**src/sv/keyframe_curve_evaluator_core_assert.svh**
```systemverilog
// Assertion macros for the keyframe curve evaluator.
`ifndef KEYFRAME_CURVE_EVALUATOR_CORE_ASSERT_SVH
`define KEYFRAME_CURVE_EVALUATOR_CORE_ASSERT_SVH
// Implication checked every clock edge outside reset.
`define KCE_ASSERT_IMP(label, clk, rst, ante, cons, msg) \
   label: assert property (@(posedge clk) disable iff (rst) (ante) |-> (cons)) \
      else $error(msg);
// Next-cycle implication checked outside reset.
`define KCE_ASSERT_NXT(label, clk, rst, ante, cons, msg) \
   label: assert property (@(posedge clk) disable iff (rst) (ante) |=> (cons)) \
      else $error(msg);
`endif

```
**src/sv/kce_pkg.sv**
```systemverilog
// Package: constants, types and command/status structs of the curve evaluator.
`default_nettype none
package kce_pkg;
   localparam int MaxPoints = 16;
   localparam int FracBits  = 15;
   localparam int MinSegLen = 4;

   localparam logic [2:0] ModeLinear  = 3'd0;
   localparam logic [2:0] ModeIn      = 3'd1;
   localparam logic [2:0] ModeOut     = 3'd2;
   localparam logic [2:0] ModeInOut   = 3'd3;
   localparam logic [2:0] ModeCubic   = 3'd4;

   localparam logic KindWrite = 1'b0;
   localparam logic KindEval  = 1'b1;

   // Datapath commands from the controller.
   typedef struct packed {
      logic load;       // capture request item
      logic write_pt;   // write table entry
      logic rd_seg;     // register knots at seg index, compare
      logic seg_next;   // advance seg index
      logic div_start;  // start divider
      logic mul_step;   // advance multiply sequencer
      logic finish;     // form result
   } cmd_type;

   typedef struct packed {
      logic is_write;
      logic cnt_le1;
      logic seg_hit;
      logic seg_last;
      logic short_seg;
      logic div_done;
      logic mul_done;
   } sts_type;
endpackage
`default_nettype wire

```
**src/sv/kce_datapath.sv**
```systemverilog
// Datapath: knot table, segment search, serial divider and multiply sequencer.
`default_nettype none
`include "keyframe_curve_evaluator_core_assert.svh"
module kce_datapath #(
   parameter int MAX_POINTS = kce_pkg::MaxPoints,
   parameter int FRAC_BITS  = kce_pkg::FracBits
) (
   input  wire logic                  clock,
   input  wire logic                  reset,
   input  wire kce_pkg::cmd_type      cmd,
   output kce_pkg::sts_type           sts,
   input  wire logic                  kind,
   input  wire logic [3:0]            point_index,
   input  wire logic [15:0]           point_time,
   input  wire logic [15:0]           point_value,
   input  wire logic [2:0]            point_mode,
   input  wire logic [15:0]           eval_time,
   input  wire logic [4:0]            point_count,
   output logic [15:0]                curve_value,
   output logic [3:0]                 segment_index,
   output logic                       segment_missed
);
   localparam int IW  = $clog2(MAX_POINTS);
   localparam int VW  = FRAC_BITS + 1;
   localparam int PW  = 2 * VW;
   localparam int DW  = FRAC_BITS + VW;
   localparam int CW  = $clog2(MAX_POINTS + 1);
   localparam int NW  = (CW > 5) ? CW : 5;
   localparam int DCW = $clog2(DW + 1);
   localparam logic [VW-1:0] ONE = VW'(1) << FRAC_BITS;

   logic [VW-1:0] times_ff  [MAX_POINTS];
   logic [VW-1:0] values_ff [MAX_POINTS];
   logic [2:0]    modes_ff  [MAX_POINTS];
   logic [MAX_POINTS-1:0] wr_ok_ff;

   logic          kind_ff;
   logic [3:0]    pidx_ff;
   logic [VW-1:0] ptime_ff, pval_ff, t_ff;
   logic [2:0]    pmode_ff;
   logic [CW-1:0] count_ff;
   logic [IW-1:0] seg_ff;
   logic [VW-1:0] t0_ff, t1_ff, v0_ff, v1_ff, vlast_ff, vfirst_ff;
   logic [2:0]    mode_ff;

   logic [15:0]   in_t, in_v, in_e;
   logic [NW-1:0] pc_ext;
   assign in_t = point_time;
   assign in_v = point_value;
   assign in_e = eval_time;
   assign pc_ext = NW'(point_count);

   function automatic logic [VW-1:0] clamp16(input logic [15:0] v);
      logic [31:0] w;
      w = 32'(v);
      clamp16 = (w > 32'(ONE)) ? ONE : VW'(w);
   endfunction

   // knot storage reads: entries never written hold reset value
   function automatic logic [VW-1:0] rst_tv(input int i);
      rst_tv = (i == 1) ? ONE : '0;
   endfunction

   logic [IW-1:0] seg_nx;
   assign seg_nx = seg_ff + IW'(1);
   logic [VW-1:0] rd_t0, rd_t1, rd_v0, rd_v1, rd_vl;
   logic [2:0]    rd_m;
   logic [IW-1:0] last_idx;
   assign last_idx = IW'(count_ff - CW'(1));
   assign rd_t0 = wr_ok_ff[seg_ff] ? times_ff[seg_ff] : rst_tv(int'(seg_ff));
   assign rd_t1 = wr_ok_ff[seg_nx] ? times_ff[seg_nx] : rst_tv(int'(seg_nx));
   assign rd_v0 = wr_ok_ff[seg_ff] ? values_ff[seg_ff] : rst_tv(int'(seg_ff));
   assign rd_v1 = wr_ok_ff[seg_nx] ? values_ff[seg_nx] : rst_tv(int'(seg_nx));
   assign rd_vl = wr_ok_ff[last_idx] ? values_ff[last_idx] : rst_tv(int'(last_idx));
   assign rd_m  = wr_ok_ff[seg_ff] ? modes_ff[seg_ff] : kce_pkg::ModeLinear;

   always_ff @(posedge clock) begin
      if (reset) begin
         wr_ok_ff <= '0;
      end else if (cmd.write_pt && (32'(pidx_ff) < 32'(MAX_POINTS))) begin
         wr_ok_ff[IW'(pidx_ff)] <= 1'b1;
      end
      if (cmd.write_pt && (32'(pidx_ff) < 32'(MAX_POINTS))) begin
         times_ff[IW'(pidx_ff)]  <= ptime_ff;
         values_ff[IW'(pidx_ff)] <= pval_ff;
         modes_ff[IW'(pidx_ff)]  <= pmode_ff;
      end
   end

   // divider: u = ((t - t0) << F) / len, restoring, one bit a cycle
   logic [DW-1:0]   quo_ff;
   logic [VW:0]     rem_ff;
   logic [VW-1:0]   den_ff;
   logic [DCW-1:0]  dcnt_ff;
   logic            dbusy_ff;
   logic [VW:0]     rem_sh;
   assign rem_sh = {rem_ff[VW-1:0], quo_ff[DW-1]};

   // multiply sequencer: one product per step
   logic [3:0]    mstep_ff;
   logic [VW-1:0] u_ff, ua_ff, ub_ff, uc_ff, ud_ff;
   logic          ua_lsb_ff, ub_lsb_ff;
   logic [PW+2:0] acc_ff;
   logic [PW-1:0] mul_res;
   logic [VW-1:0] ma, mb;
   assign mul_res = PW'(ma) * PW'(mb);
   logic [VW-1:0] hi;
   assign hi = VW'(mul_res >> FRAC_BITS);

   logic          dir_ff;
   logic [VW-1:0] d_ff;

   always_comb begin
      ma = '0;
      mb = '0;
      case (mstep_ff)
         4'd0: begin ma = u_ff; mb = u_ff; end
         4'd1: begin ma = ua_ff; mb = u_ff; end
         4'd2: begin ma = ONE - u_ff; mb = ONE - u_ff; end
         4'd3: begin ma = ub_ff; mb = ONE - u_ff; end
         4'd4: begin ma = ub_ff; mb = u_ff; end
         4'd5: begin ma = ONE - u_ff; mb = ua_ff; end
         4'd6: begin ma = ud_ff; mb = v0_ff; end
         4'd7: begin ma = uc_ff; mb = v1_ff; end
         4'd8: begin ma = d_ff; mb = uc_ff; end
         default: begin ma = '0; mb = '0; end
      endcase
   end

   // ease from products gathered in steps 0..2 (ua=u*u, ub=m*m, lsb = next bit down)
   logic [VW-1:0] e_val;
   always_comb begin
      case (mode_ff)
         kce_pkg::ModeIn:  e_val = ua_ff;
         kce_pkg::ModeOut: e_val = ONE - ub_ff;
         kce_pkg::ModeInOut: begin
            if (u_ff < (ONE >> 1)) e_val = VW'({ua_ff, ua_lsb_ff});
            else e_val = ONE - VW'({ub_ff, ub_lsb_ff});
         end
         default: e_val = u_ff;
      endcase
   end

   always_ff @(posedge clock) begin
      if (cmd.load) begin
         kind_ff  <= kind;
         pidx_ff  <= point_index;
         ptime_ff <= clamp16(in_t);
         pval_ff  <= clamp16(in_v);
         pmode_ff <= point_mode;
         t_ff     <= clamp16(in_e);
         count_ff <= (pc_ext > NW'(MAX_POINTS)) ? CW'(MAX_POINTS) : CW'(point_count);
         seg_ff   <= '0;
      end
      if (cmd.seg_next) seg_ff <= seg_nx;
      if (cmd.rd_seg) begin
         t0_ff <= rd_t0;
         t1_ff <= rd_t1;
         v0_ff <= rd_v0;
         v1_ff <= rd_v1;
         mode_ff <= rd_m;
         vlast_ff <= rd_vl;
         vfirst_ff <= wr_ok_ff[0] ? values_ff[0] : '0;
      end
      if (reset) begin
         dbusy_ff <= 1'b0;
      end else if (cmd.div_start) begin
         quo_ff <= DW'(t_ff - t0_ff) << FRAC_BITS;
         rem_ff <= '0;
         den_ff <= t1_ff - t0_ff;
         dcnt_ff <= '0;
         dbusy_ff <= 1'b1;
         mstep_ff <= '0;
         acc_ff <= '0;
      end else if (dbusy_ff) begin
         if (rem_sh >= (VW+1)'(den_ff)) begin
            rem_ff <= rem_sh - (VW+1)'(den_ff);
            quo_ff <= {quo_ff[DW-2:0], 1'b1};
         end else begin
            rem_ff <= rem_sh;
            quo_ff <= {quo_ff[DW-2:0], 1'b0};
         end
         dcnt_ff <= dcnt_ff + DCW'(1);
         if (32'(dcnt_ff) == DW - 1) begin
            dbusy_ff <= 1'b0;
         end
      end
      if (cmd.mul_step) begin
         mstep_ff <= mstep_ff + 4'd1;
         case (mstep_ff)
            4'd0: begin
               ua_ff <= hi;
               ua_lsb_ff <= mul_res[FRAC_BITS-1];
            end
            4'd1: begin uc_ff <= hi; end
            4'd2: begin
               ub_ff <= hi;
               ub_lsb_ff <= mul_res[FRAC_BITS-1];
            end
            4'd3: begin ud_ff <= hi; end
            4'd4: begin acc_ff <= (PW+3)'(hi) * 3; end
            4'd5: begin
               // a = m3 + 3*(m2*u); b = 3*(m*u2) + u3
               ud_ff <= VW'(32'(ud_ff) + 32'(acc_ff));
               uc_ff <= VW'(32'(hi) * 3 + 32'(uc_ff));
            end
            4'd6: begin acc_ff <= (PW+3)'(mul_res); end
            4'd7: begin
               acc_ff <= acc_ff + (PW+3)'(mul_res);
               // non-cubic modes: uc takes the eased fraction for step 8
               if (mode_ff != kce_pkg::ModeCubic) uc_ff <= e_val;
            end
            4'd8: begin
               if (mode_ff != kce_pkg::ModeCubic) acc_ff <= (PW+3)'(mul_res);
            end
            default: begin end
         endcase
      end
      if (cmd.div_start == 1'b0 && dbusy_ff && (32'(dcnt_ff) == DW - 1)) begin
         u_ff <= VW'({quo_ff[DW-2:0], (rem_sh >= (VW+1)'(den_ff))});
      end
      if (cmd.rd_seg) begin
         dir_ff <= (rd_v1 >= rd_v0);
         d_ff   <= (rd_v1 >= rd_v0) ? rd_v1 - rd_v0 : rd_v0 - rd_v1;
      end
   end

   logic [VW-1:0] cubic_res, lin_res, qd;
   logic [PW+2:0] csh;
   assign csh = acc_ff >> FRAC_BITS;
   assign cubic_res = (csh > (PW+3)'(ONE)) ? ONE : VW'(csh);
   assign qd = VW'(acc_ff >> FRAC_BITS);
   assign lin_res = dir_ff ? v0_ff + qd : v0_ff - qd;

   always_ff @(posedge clock) begin
      if (cmd.finish) begin
         if (sts.cnt_le1) begin
            curve_value <= 16'((count_ff == CW'(1)) ? vfirst_ff : '0);
            segment_index <= '0;
            segment_missed <= 1'b1;
         end else if (!sts.seg_hit) begin
            curve_value <= 16'(vlast_ff);
            segment_index <= '0;
            segment_missed <= 1'b1;
         end else begin
            curve_value <= sts.short_seg ? 16'(v0_ff)
                         : (mode_ff == kce_pkg::ModeCubic) ? 16'(cubic_res)
                         : 16'(lin_res);
            segment_index <= 4'(seg_ff);
            segment_missed <= 1'b0;
         end
      end
   end

   assign sts.is_write  = (kind_ff == kce_pkg::KindWrite);
   assign sts.cnt_le1   = (count_ff < CW'(2));
   assign sts.seg_hit   = (t_ff >= t0_ff) && (t_ff <= t1_ff);
   assign sts.seg_last  = (32'(seg_ff) + 2 >= 32'(count_ff));
   assign sts.short_seg = ((t1_ff - t0_ff) < VW'(kce_pkg::MinSegLen));
   assign sts.div_done  = !dbusy_ff;
   assign sts.mul_done  = (mstep_ff == 4'd9);

   `KCE_ASSERT_IMP(a_div_idle_on_start, clock, reset, cmd.div_start, !dbusy_ff, "div restarted busy")
   `KCE_ASSERT_NXT(a_div_busy, clock, reset, cmd.div_start, dbusy_ff, "divider did not start")
   `KCE_ASSERT_IMP(a_mul_steps, clock, reset, cmd.mul_step, mstep_ff < 4'd9, "mul overrun")
endmodule
`default_nettype wire

```
**src/sv/kce_ctrl.sv**
```systemverilog
// Controller: sequences load, search, divide, multiply and result handshake.
`default_nettype none
`include "keyframe_curve_evaluator_core_assert.svh"
module kce_ctrl (
   input  wire logic             clock,
   input  wire logic             reset,
   input  wire logic             req_tvalid,
   output logic                  req_tready,
   output logic                  rsp_tvalid,
   input  wire logic             rsp_tready,
   output kce_pkg::cmd_type      cmd,
   input  wire kce_pkg::sts_type sts
);
   typedef enum logic [3:0] {
      S_IDLE, S_DECODE, S_READ, S_CHECK, S_DIV_GO, S_DIV, S_MUL, S_FIN, S_OUT
   } state_type;
   state_type state_ff, state_in;
   logic      rsp_valid_ff, rsp_valid_in;

   assign req_tready = (state_ff == S_IDLE);
   assign rsp_tvalid = rsp_valid_ff;

   always_comb begin
      state_in = state_ff;
      rsp_valid_in = rsp_valid_ff;
      cmd = '0;
      if (rsp_valid_ff && rsp_tready) rsp_valid_in = 1'b0;
      case (state_ff)
         S_IDLE: if (req_tvalid && req_tready) begin
            cmd.load = 1'b1;
            state_in = S_DECODE;
         end
         S_DECODE: begin
            if (sts.is_write) begin
               cmd.write_pt = 1'b1;
               state_in = S_IDLE;
            end else begin
               cmd.rd_seg = 1'b1;
               state_in = sts.cnt_le1 ? S_FIN : S_CHECK;
            end
         end
         S_READ: begin
            cmd.rd_seg = 1'b1;
            state_in = S_CHECK;
         end
         S_CHECK: begin
            if (sts.seg_hit) state_in = sts.short_seg ? S_FIN : S_DIV_GO;
            else if (sts.seg_last) state_in = S_FIN;
            else begin
               cmd.seg_next = 1'b1;
               state_in = S_READ;
            end
         end
         S_DIV_GO: begin
            cmd.div_start = 1'b1;
            state_in = S_DIV;
         end
         S_DIV: if (sts.div_done) state_in = S_MUL;
         S_MUL: begin
            if (sts.mul_done) state_in = S_FIN;
            else cmd.mul_step = 1'b1;
         end
         // result register is written only once the previous item has left
         S_FIN: if (!rsp_valid_ff) begin
            cmd.finish = 1'b1;
            state_in = S_OUT;
         end
         S_OUT: begin
            rsp_valid_in = 1'b1;
            state_in = S_IDLE;
         end
         default: state_in = S_IDLE;
      endcase
   end

   always_ff @(posedge clock) begin
      if (reset) begin
         state_ff <= S_IDLE;
         rsp_valid_ff <= 1'b0;
      end else begin
         state_ff <= state_in;
         rsp_valid_ff <= rsp_valid_in;
      end
   end

   `KCE_ASSERT_IMP(a_fin_free, clock, reset, cmd.finish, !rsp_valid_ff, "result overwritten")
   `KCE_ASSERT_NXT(a_out_valid, clock, reset, state_ff == S_OUT, rsp_valid_ff, "result lost")
   `KCE_ASSERT_IMP(a_no_accept, clock, reset, state_ff != S_IDLE, !req_tready, "accept while busy")
endmodule
`default_nettype wire

```
**src/sv/keyframe_curve_evaluator_core.sv**
```systemverilog
// Top level of the keyframe curve evaluator.
// req channel: tuser = kind (0 write point, 1 evaluate); tdata from bit 0:
//   point_index[3:0], point_time[19:4], point_value[35:20], point_mode[38:36],
//   eval_time[54:39], zero fill to 56 bits.
// rsp channel: tdata from bit 0: curve_value[15:0], segment_index[19:16],
//   segment_missed[20], zero fill to 24 bits. One rsp item per evaluate item.
// csr channel: writes point_count (5 bits); the user must write it only while
// idle, as the block does not enforce it. A write item is loaded, then written
// to the table. An evaluate item is loaded, searched segment by segment, then
// passed through divider and multiply sequencer before rsp_tvalid; the restoring
// divider makes one quotient bit per cycle. Short or missed cases skip both.
// One item is worked at a time; the next is taken once the previous is done.
// Reset (synchronous) restores the table to points (0,0) and (1.0,1.0), linear,
// and point_count 2. A stalled rsp holds its item; the next request is still
// taken and worked, and its result waits until the held item leaves.
`default_nettype none
module keyframe_curve_evaluator_core #(
   parameter int MAX_POINTS = kce_pkg::MaxPoints,
   parameter int FRAC_BITS  = kce_pkg::FracBits
) (
   input  wire logic        clock,
   input  wire logic        reset,
   input  wire logic        req_tvalid,
   output logic             req_tready,
   input  wire logic [55:0] req_tdata,  // point_index, point_time, point_value, point_mode, eval_time
   input  wire logic        req_tuser,  // kind
   output logic             rsp_tvalid,
   input  wire logic        rsp_tready,
   output logic [23:0]      rsp_tdata,  // curve_value, segment_index, segment_missed
   input  wire logic        csr_valid,
   output logic             csr_ready,
   input  wire logic [4:0]  csr_data
);
   kce_pkg::cmd_type cmd;
   kce_pkg::sts_type sts;
   logic [4:0]  point_count_ff;
   logic [15:0] curve_value;
   logic [3:0]  segment_index;
   logic        segment_missed;

   assign csr_ready = 1'b1;
   always_ff @(posedge clock) begin
      if (reset) point_count_ff <= 5'd2;
      else if (csr_valid) point_count_ff <= csr_data;
   end

   kce_ctrl u_ctrl (
      .clock, .reset, .req_tvalid, .req_tready, .rsp_tvalid, .rsp_tready, .cmd, .sts
   );

   kce_datapath #(.MAX_POINTS(MAX_POINTS), .FRAC_BITS(FRAC_BITS)) u_dp (
      .clock, .reset, .cmd, .sts,
      .kind(req_tuser),
      .point_index(req_tdata[3:0]),
      .point_time(req_tdata[19:4]),
      .point_value(req_tdata[35:20]),
      .point_mode(req_tdata[38:36]),
      .eval_time(req_tdata[54:39]),
      .point_count(point_count_ff),
      .curve_value, .segment_index, .segment_missed
   );

   assign rsp_tdata = {3'd0, segment_missed, segment_index, curve_value};
endmodule
`default_nettype wire
```
**config.mk**
```make
export PLATFORM = sky130hd
export DESIGN_NAME = keyframe_curve_evaluator_core
export DESIGN_NICKNAME = d
export VERILOG_FILES = /design/src/sv/kce_pkg.sv /design/src/sv/kce_datapath.sv /design/src/sv/kce_ctrl.sv /design/src/sv/keyframe_curve_evaluator_core.sv
export VERILOG_INCLUDE_DIRS = /design/src /design/src/sv
export SDC_FILE = /design/constraint.sdc
export NUM_CORES = 2
export LEC_CHECK = 0
export BUFFER_PORTS_ARGS = -buffer_cell sky130_fd_sc_hd__buf_2
export CAP_MARGIN = 10
export CORE_MARGIN = 5
export CORE_UTILIZATION = 41
export CTS_CLUSTER_DIAMETER = 80
export DETAILED_ROUTE_END_ITERATION = 10
export PLACE_DENSITY_LB_ADDON = 0.1
export SLEW_MARGIN = 20
export SYNTH_ARGS = -nofsm -noshare
export SYNTH_HDL_FRONTEND = slang
export SYNTH_SLANG_ARGS = --single-unit
export TNS_END_PERCENT = 100
```
**constraint.sdc**
```tcl
create_clock -name clock -period 25.6 [get_ports clock]
set_input_delay 0 -clock clock [delete_from_list [all_inputs] [get_ports clock]]
set_output_delay 0 -clock clock [all_outputs]
set_load 0.01 [all_outputs]
```
Yosys cells after proc, flatten, opt, wreduce, memory -nomap -nowiden
Memory sizes are Yosys's and may differ from the RTL's. A register that Yosys moved wholly into a read port is not among the register bits.
Index checks and enable logic that the tools add are counted.
{"block": "op_classes", "addsub": 18, "multipliers": 3, "div_mod_pow": 0, "magnitude_cmp": 18, "eq_ne": 33, "n_shift": 0, "n_mux": 81, "n_bitwise": 4, "n_reduce_logical": 29}
{"cell": "$mux 16", "n": 20}
{"cell": "$mux 35", "n": 4}
{"cell": "$pmux 35 s4", "n": 1}
{"cell": "$pmux 16 s7", "n": 1}
{"cell": "$pmux 16 s3", "n": 2}
{"cell": "$pmux 16 s6", "n": 1}
{"cell": "$sub 16x16->16", "n": 6}
{"cell": "$mux 31", "n": 2}
{"cell": "$mux 4", "n": 13}
{"cell": "$add 16x16->16", "n": 3}
{"cell": "$gt 16x16->1 const B", "n": 3}
{"cell": "$sub 16x16->16 const A", "n": 3}
{"cell": "$add 35x32->35", "n": 1}
{"cell": "$eq 4x3->1 const B", "n": 8}
{"cell": "$ge 16x16->1", "n": 2}
{"cell": "$mul 16x16->32", "n": 1}
{"cell": "$pmux 16 s2", "n": 1}
{"cell": "$pmux 4 s8", "n": 1}
{"cell": "$eq 4x2->1 const B", "n": 7}
{"cell": "$mux 1", "n": 26}
{"cell": "$gt 20x16->1 const B", "n": 1}
{"cell": "$lt 4x5->1 const B", "n": 4}
{"cell": "$mul 16x2->18 const B", "n": 1}
{"cell": "$ge 17x16->1", "n": 1}
{"cell": "40 further kinds", "n": 73}
{"block": "word_totals", "reg_bits": 399, "latch_bits": 0, "ramBits": 560, "rom_bits": 0, "output_inout_bits": 27, "mem_count": 3}
{"name": "u_dp.times_ff", "depth": 16, "width": 16, "read_ports": 2, "rd_ports_with_merged_regs": 1, "wr": 1, "line_no": "kce_datapath.sv:32", "text": "logic [VW-1:0] times_ff [MAX_POINTS];"}
{"name": "u_dp.values_ff", "depth": 16, "width": 16, "read_ports": 4, "rd_ports_with_merged_regs": 2, "wr": 1, "line_no": "kce_datapath.sv:33", "text": "logic [VW-1:0] values_ff [MAX_POINTS];"}
{"name": "u_dp.modes_ff", "depth": 16, "width": 3, "read_ports": 1, "rd_ports_with_merged_regs": 1, "wr": 1, "line_no": "kce_datapath.sv:34", "text": "logic [2:0] modes_ff [MAX_POINTS];"}

Logic depth before layout (Yosys ltp)
{"block": "logic_depth", "ltp_word": 7, "mapped_depth": 45}

Hierarchy
From an unflattened synthesis, not the netlist that was laid out.
{"block": "unflattened", "cells_unflattened": 5115, "area_unflattened_um2": 64131.5}
{"mod": "kce_datapath", "instances": 1, "cells_each": 5033, "area_per_inst_um2": 63440.8, "seq_area_each_um2": 28627.5}
{"mod": "kce_ctrl", "instances": 1, "cells_each": 59, "area_per_inst_um2": 461.7, "seq_area_each_um2": 100.1}
{"mod": "keyframe_curve_evaluator_core", "instances": 1, "cells_each": 23, "area_per_inst_um2": 229.0, "seq_area_each_um2": 100.1}

Worst setup path before layout
Ideal clock, no wire load.
{"block": "synth_timing", "kind": "reg-to-reg", "startpoint": "reg u_dp.u_ff[2]", "endpoint": "reg u_dp.uc_ff[15] (data pin)", "setup_time_ns": 0.261, "arrival_time_ns": 11.063, "required_ns": 25.339, "setup_slack_ns": 14.276, "path_stages_with_launch": 40, "n_path_buf": 4, "synth_period_minus_slack_ns": 11.324, "path_cell_list": "edfxtp_1 buf_6 or3_4 or3_1 buf_6 or4_4 buf_6 or3_4 nor2_1 o21ai_0 o311ai_0 clkbuf_1 nand2_1 fa_1 fa_1 fa_1 inv_1 fa_1 [... 4 more ...] ha_1 and3_1 and3_1 o211ai_1 a21boi_0 o21a_1 o21a_1 o311ai_0 fa_1 ha_1 a21oi_1 nor2b_1 o211ai_1 and3_1 or3_1 o21ai_0 xnor2_1 a221o_1"}
{"block": "synth_via", "elab_chain_len": 6, "elab_cells_between_ends": 11, "classes_between": "add/sub (2); mul (2); order compare (1); mux (6)"}
{"item": "from (decl)", "line_no": "kce_datapath.sv:101", "text": "logic [VW-1:0] u_ff, ua_ff, ub_ff, uc_ff, ud_ff;"}
{"item": "from (signal assigned)", "line_no": "kce_datapath.sv:220", "text": "u_ff <= VW'({quo_ff[DW-2:0], (rem_sh >= (VW+1)'(den_ff))});"}
{"item": "$sub 16x16->16", "line_no": "kce_datapath.sv:119, kce_datapath.sv:120, kce_datapath.sv:122"}
{"item": "$pmux 16 s7 / $pmux 16 s6 (equally long branches)", "line_no": "kce_datapath.sv:116", "text": "case (mstep_ff)"}
{"item": "$mul 16x16->32 (*)", "line_no": "kce_datapath.sv:106", "text": "assign mul_res = PW'(ma) * PW'(mb);"}
{"item": "named net u_dp.mul_res[19]", "line_no": "kce_datapath.sv:104", "text": "logic [PW-1:0] mul_res;"}
{"item": "$mul 16x2->16 (*)", "line_no": "kce_datapath.sv:205", "text": "uc_ff <= VW'(32'(hi) * 3 + 32'(uc_ff));"}
{"item": "$add 16x16->16 (*)", "line_no": "kce_datapath.sv:205"}
{"item": "$pmux 16 s3 (*)", "line_no": "kce_datapath.sv:190", "text": "case (mstep_ff)"}
{"item": "to (signal assigned)", "line_no": "kce_datapath.sv:195", "text": "4'd1: begin uc_ff <= hi; end"}
{"item": "to (signal assigned)", "line_no": "kce_datapath.sv:205"}
{"item": "to (signal assigned)", "line_no": "kce_datapath.sv:211", "text": "if (mode_ff != kce_pkg::ModeCubic) uc_ff <= e_val;"}
{"item": "to (decl)", "line_no": "kce_datapath.sv:101"}
The timed path passes the listed nets; every way through them passes the cells marked *. The select of a mux whose other input is x is not followed.
A chain may end at the register's enable or synchronous reset.

Worst setup path after layout
{"block": "layout_timing", "startpoint": "reg u_dp.mstep_ff[2]", "endpoint": "reg u_dp.acc_ff[16]"}
{"block": "layout_via", "elab_chain_len": 7, "elab_cells_between_ends": 24, "classes_between": "add/sub (1); mul (2); eq/ne (9); mux (7); reduce/logical (5)"}
{"item": "from (decl)", "line_no": "kce_datapath.sv:100", "text": "logic [3:0] mstep_ff;"}
{"item": "from (signal assigned)", "line_no": "kce_datapath.sv:189", "text": "mstep_ff <= mstep_ff + 4'd1;"}
{"item": "$eq 4x1->1, or another cell as far along", "line_no": "kce_datapath.sv:116"}
{"item": "$reduce_or 3->1 (no source line) / $reduce_or 2->1 (equally long branches)"}
{"item": "$pmux 16 s6 / $pmux 16 s7 (equally long branches)", "line_no": "kce_datapath.sv:116"}
{"item": "$mul 16x16->32 (*)", "line_no": "kce_datapath.sv:106"}
{"item": "named net u_dp.mul_res[21]", "line_no": "kce_datapath.sv:104"}
{"item": "$mul 16x2->18 (*)", "line_no": "kce_datapath.sv:201", "text": "4'd4: begin acc_ff <= (PW+3)'(hi) * 3; end"}
{"item": "$pmux 35 s4 (*)", "line_no": "kce_datapath.sv:190"}
{"item": "$mux 35 (*)", "line_no": "kce_datapath.sv:188", "text": "if (cmd.mul_step) begin"}
{"item": "to (signal assigned)", "line_no": "kce_datapath.sv:201"}
{"item": "to (signal assigned)", "line_no": "kce_datapath.sv:207", "text": "4'd6: begin acc_ff <= (PW+3)'(mul_res); end"}
{"item": "to (signal assigned)", "line_no": "kce_datapath.sv:209", "text": "acc_ff <= acc_ff + (PW+3)'(mul_res);"}
{"item": "to (decl)", "line_no": "kce_datapath.sv:103", "text": "logic [PW+2:0] acc_ff;"}
The timed path passes the listed nets; every way through them passes the cells marked *.

==> results.yml <==
die:
  num_rows: 144
  die_h_um: 404
  io_pins: 94
  die_width_um: 404
  start_util_pct: 41.3
  fp.coreArea_um2: 154000
  dieArea_um2: 163000
global_route:
  antenna_found_initial: 10
  gr-usage-all-layers_pct: 24.5
  grt_pass1_vias: 44300
  grt_start_max_net_pins: 105
  grt_pass1_wl_um: 298000
  grt-ovfl-total: 0
place:
  placed_cell_area_um2: 66800
  port_buffers: 88
  gp_congestion: 0.931
  dp.cells: 7077
  dp_hpwl_um: 140000
clock_network:
  clk-insertion-delay-late_ns: 0.75
  clkSinkCount: 982
  cts_buffer_depth: 3
  cts-root-buf: "clkbuf_16"
  postCtsSetupBuffers: 0
  cts_tree: "built"
  cts_buffers: 111
  htree_levels: 3
  clkTransAtPathRegs_ns: 0.06
setup_path:
  critPathRequiredTime_ns: 26.18
  cpMostUsedCell: "fa_1"
  r2r_start: "u_dp.mstep_ff[2]"
  r2r_end: "u_dp.acc_ff[16]"
  worst-r2r-setup-slack_ns: 12.34
  critPathMaxFanout: 55
  critical_path_class: "reg2reg"
  worst_setup_path_start_kind: "register"
  crit_path_max_incr_delay_ns: 0.77
  worst_path_max_delay_cell: "xor2_1"
  worstPathArrival_ns: 13.84
  crit_path_end_kind: "register"
  reg2regPathDepth: 35
flow_run:
  maxCapViolations: 0
synth:
  async_flop_share_pct: 0
  yosys-top-cells-area: "edfxtp_1 (43%), mux4_2 (14%), fa_1 (6.8%), ha_1 (6.2%), inv_1 (2.4%)"
  synth_top_area_cell: "edfxtp_1"
  synth_cells: 5108
  synth.yosys.warnings: 0
  synthesis.area_um2: 63700
  yosysUniqueCellTypes: 84
  synth_edf_count: 916
  synth-main-ff-cell: "edfxtp_1"
  netlist.area_leader.share_pct: 43.2
  yosysSeqAreaShare_pct: 45.2
  avgSynthCellArea_um2: 12.5
  ys_ff_latch: 982
power_and_ir_drop:
  power.total_mw: 5.11
  ir_drop_v: 0.0000538
  p_per_area_nw_per_um2: 71.2
  p_leak_nw: 26.9
timing:
  timing.final.max_slew_violations: 0
  finalCritPeriodShare_pct: 51.8
  slew_headroom_pct: 20.7
  max_slew.worst_pin.slew_ns: 1.19
  clock_skew_ns: 0.0882
  max_freq_mhz: 75.4
  fin_setup_tns_ns: 0
  finalSetupViolCount: 0
  rsz0062_at_grt: "no"
  fin_crit_ns: 13.26
  hold_viol: 0
cells_and_area:
  final_common_cell: "edfxtp_1"
  nNetsFinal: 5862
  final_layout_size_suffix_gt1_share_pct: 16.0
  fin_util_pct: 46.6
  synthToLayoutAreaGrowth_pct: 12.7
  final_cells: 7402
  final_cell_mix: "edfxtp_1 (916), inv_1 (405), mux4_2 (396)"
  design_area_um2: 71800
routing:
  drt_pass1_iterations: 8
  wl_per_cell_um: 27.2
  drt_first_iter_violations: 4413
  routed_via_density: 5.96
  ant_nets: 0
  drcViolationCount: 0
  wl_um: 202000
  vias: 44100
outcome:
  outcome: "completed"
min_path:
  min_from: "req_tuser"
  holdPathStages: 2
  holdPathEnd: "u_dp.kind_ff"
  hold_class: "in2reg"
power breakdown:
| part | switching, mW | internal, mW |
|---|---|---|
| Sequential | 0.118 | 1.88 |
| Clock | 0.690 | 0.948 |
| Combinational | 0.852 | 0.624 |
| Total | 1.66 | 3.45 |
logic make-up (layout without fill, tap and decap cells):
family                     count (synthesis)  in the layout  share of synthesized area, %
AOI/OAI and AO/OA                        988            988                          10.4
buffers and inverters                    679            926                          4.08
adders and majority gates                532            532                          13.0
DFF                                      982            982                          45.2
xor gates and xnor gates                 194            194                          2.67
muxes                                    461            461                          15.0
other                                      2              5                        0.0118
and+or+nand+nor                         1270           1270                          9.54
layout make-up:
cell class / instances / area, µm²
diodes: 1 / 2.50
fillers: 13900 / 82400
flip-flops and latches: 982 / 28800
multi-input cells: 3449 / 32700
clock inverters: 80 / 926
well taps: 2044 / 2560
clock buffers: 127 / 2850
repair buffers: 312 / 2440
inverters: 407 / 1530
synth_stat cells, drive strengths merged, types with 12 or more instances:
| cell type | count |
|---|---|
| a221o | 20 |
| o21ai | 204 |
| o21bai | 24 |
| ha | 314 |
| nor2b | 133 |
| nand2b | 34 |
| clkbuf | 211 |
| and2 | 78 |
| o21a | 33 |
| o31ai | 15 |
| nor3b | 13 |
| a21o | 68 |
| mux4 | 396 |
| edfxtp | 916 |
| xnor2 | 112 |
| a211o | 28 |
| nor2 | 326 |
| o211ai | 32 |
| nor3 | 82 |
| fa | 218 |
| dfxtp | 66 |
| inv | 406 |
| o22ai | 17 |
| a22oi | 77 |
| nor4 | 26 |
| buf | 61 |
| and3 | 31 |
| nand2 | 378 |
| o311ai | 12 |
| mux2i | 58 |
| a211oi | 75 |
| a31oi | 36 |
| a21oi | 210 |
| nand4 | 28 |
| or3 | 34 |
| nand3 | 74 |
| xor2 | 82 |
| a22o | 25 |
registers in the layout (all words and copies together), names as in the netlist, 31 cells and up, named ones only:
register	count
u_dp.values_ff	256
u_dp.acc_ff	35
u_dp.quo_ff	31
u_dp.modes_ff	48
u_dp.times_ff	256
worst max-delay path, delay by kind of cell, from the launching register on:
family	cells	cell delay, ns
fa+ha+maj	8	3.81
simple gates	10	3.52
compound gates	10	3.25
buf+inv	6	1.19
xor+xnor	1	0.77
flops	1	0.55
worst max path at each step:
stage	startpoint	endpoint	slack, ns	cells after the start
floorplan	u_dp.u_ff[2]	u_dp.uc_ff[15]	14.28	39
global placement	u_dp.mstep_ff[2]	u_dp.acc_ff[16]	12.71	35
detailed placement	u_dp.mstep_ff[2]	u_dp.acc_ff[16]	12.65	35
CTS	u_dp.u_ff[2]	u_dp.acc_ff[16]	12.53	35
global route	u_dp.mstep_ff[2]	u_dp.acc_ff[16]	11.99	35
finish	u_dp.mstep_ff[2]	u_dp.acc_ff[16]	12.34	35
timing repair:
| item | 4_1_cts | 5_1_grt |
|---|---|---|
| endpoints found under the hold margin | 85 | 0 |
| hold buffers | 117 | 0 |
| gates resized for setup | 0 | 0 |
per-layer routing:
| metal | part of all wire [%] | track usage, % | wire length, µm | vias to the layer above |
|---|---|---|---|---|
| li1 | - | - | - | 19600 |
| met1 | 43 | 33.5 | 85700 | 22600 |
| met2 | 47 | 40.3 | 94800 | 1695 |
| met3 | 7.3 | 4.35 | 14700 | 270 |
| met4 | 3.2 | 7.48 | 6390 | 0 |
| met5 | 0 | 0 | 0 | - |
stage by stage:
step	hold slack [ns]	setup slack, ns
global route	0.0995	11.99
detailed placement	0.178	12.65
CTS	0.0515	12.53
floorplan	0.0989	14.28
finish	0.0993	12.34
global placement	0.178	12.71
No activity file was read; power rests on OpenSTA's default activity.
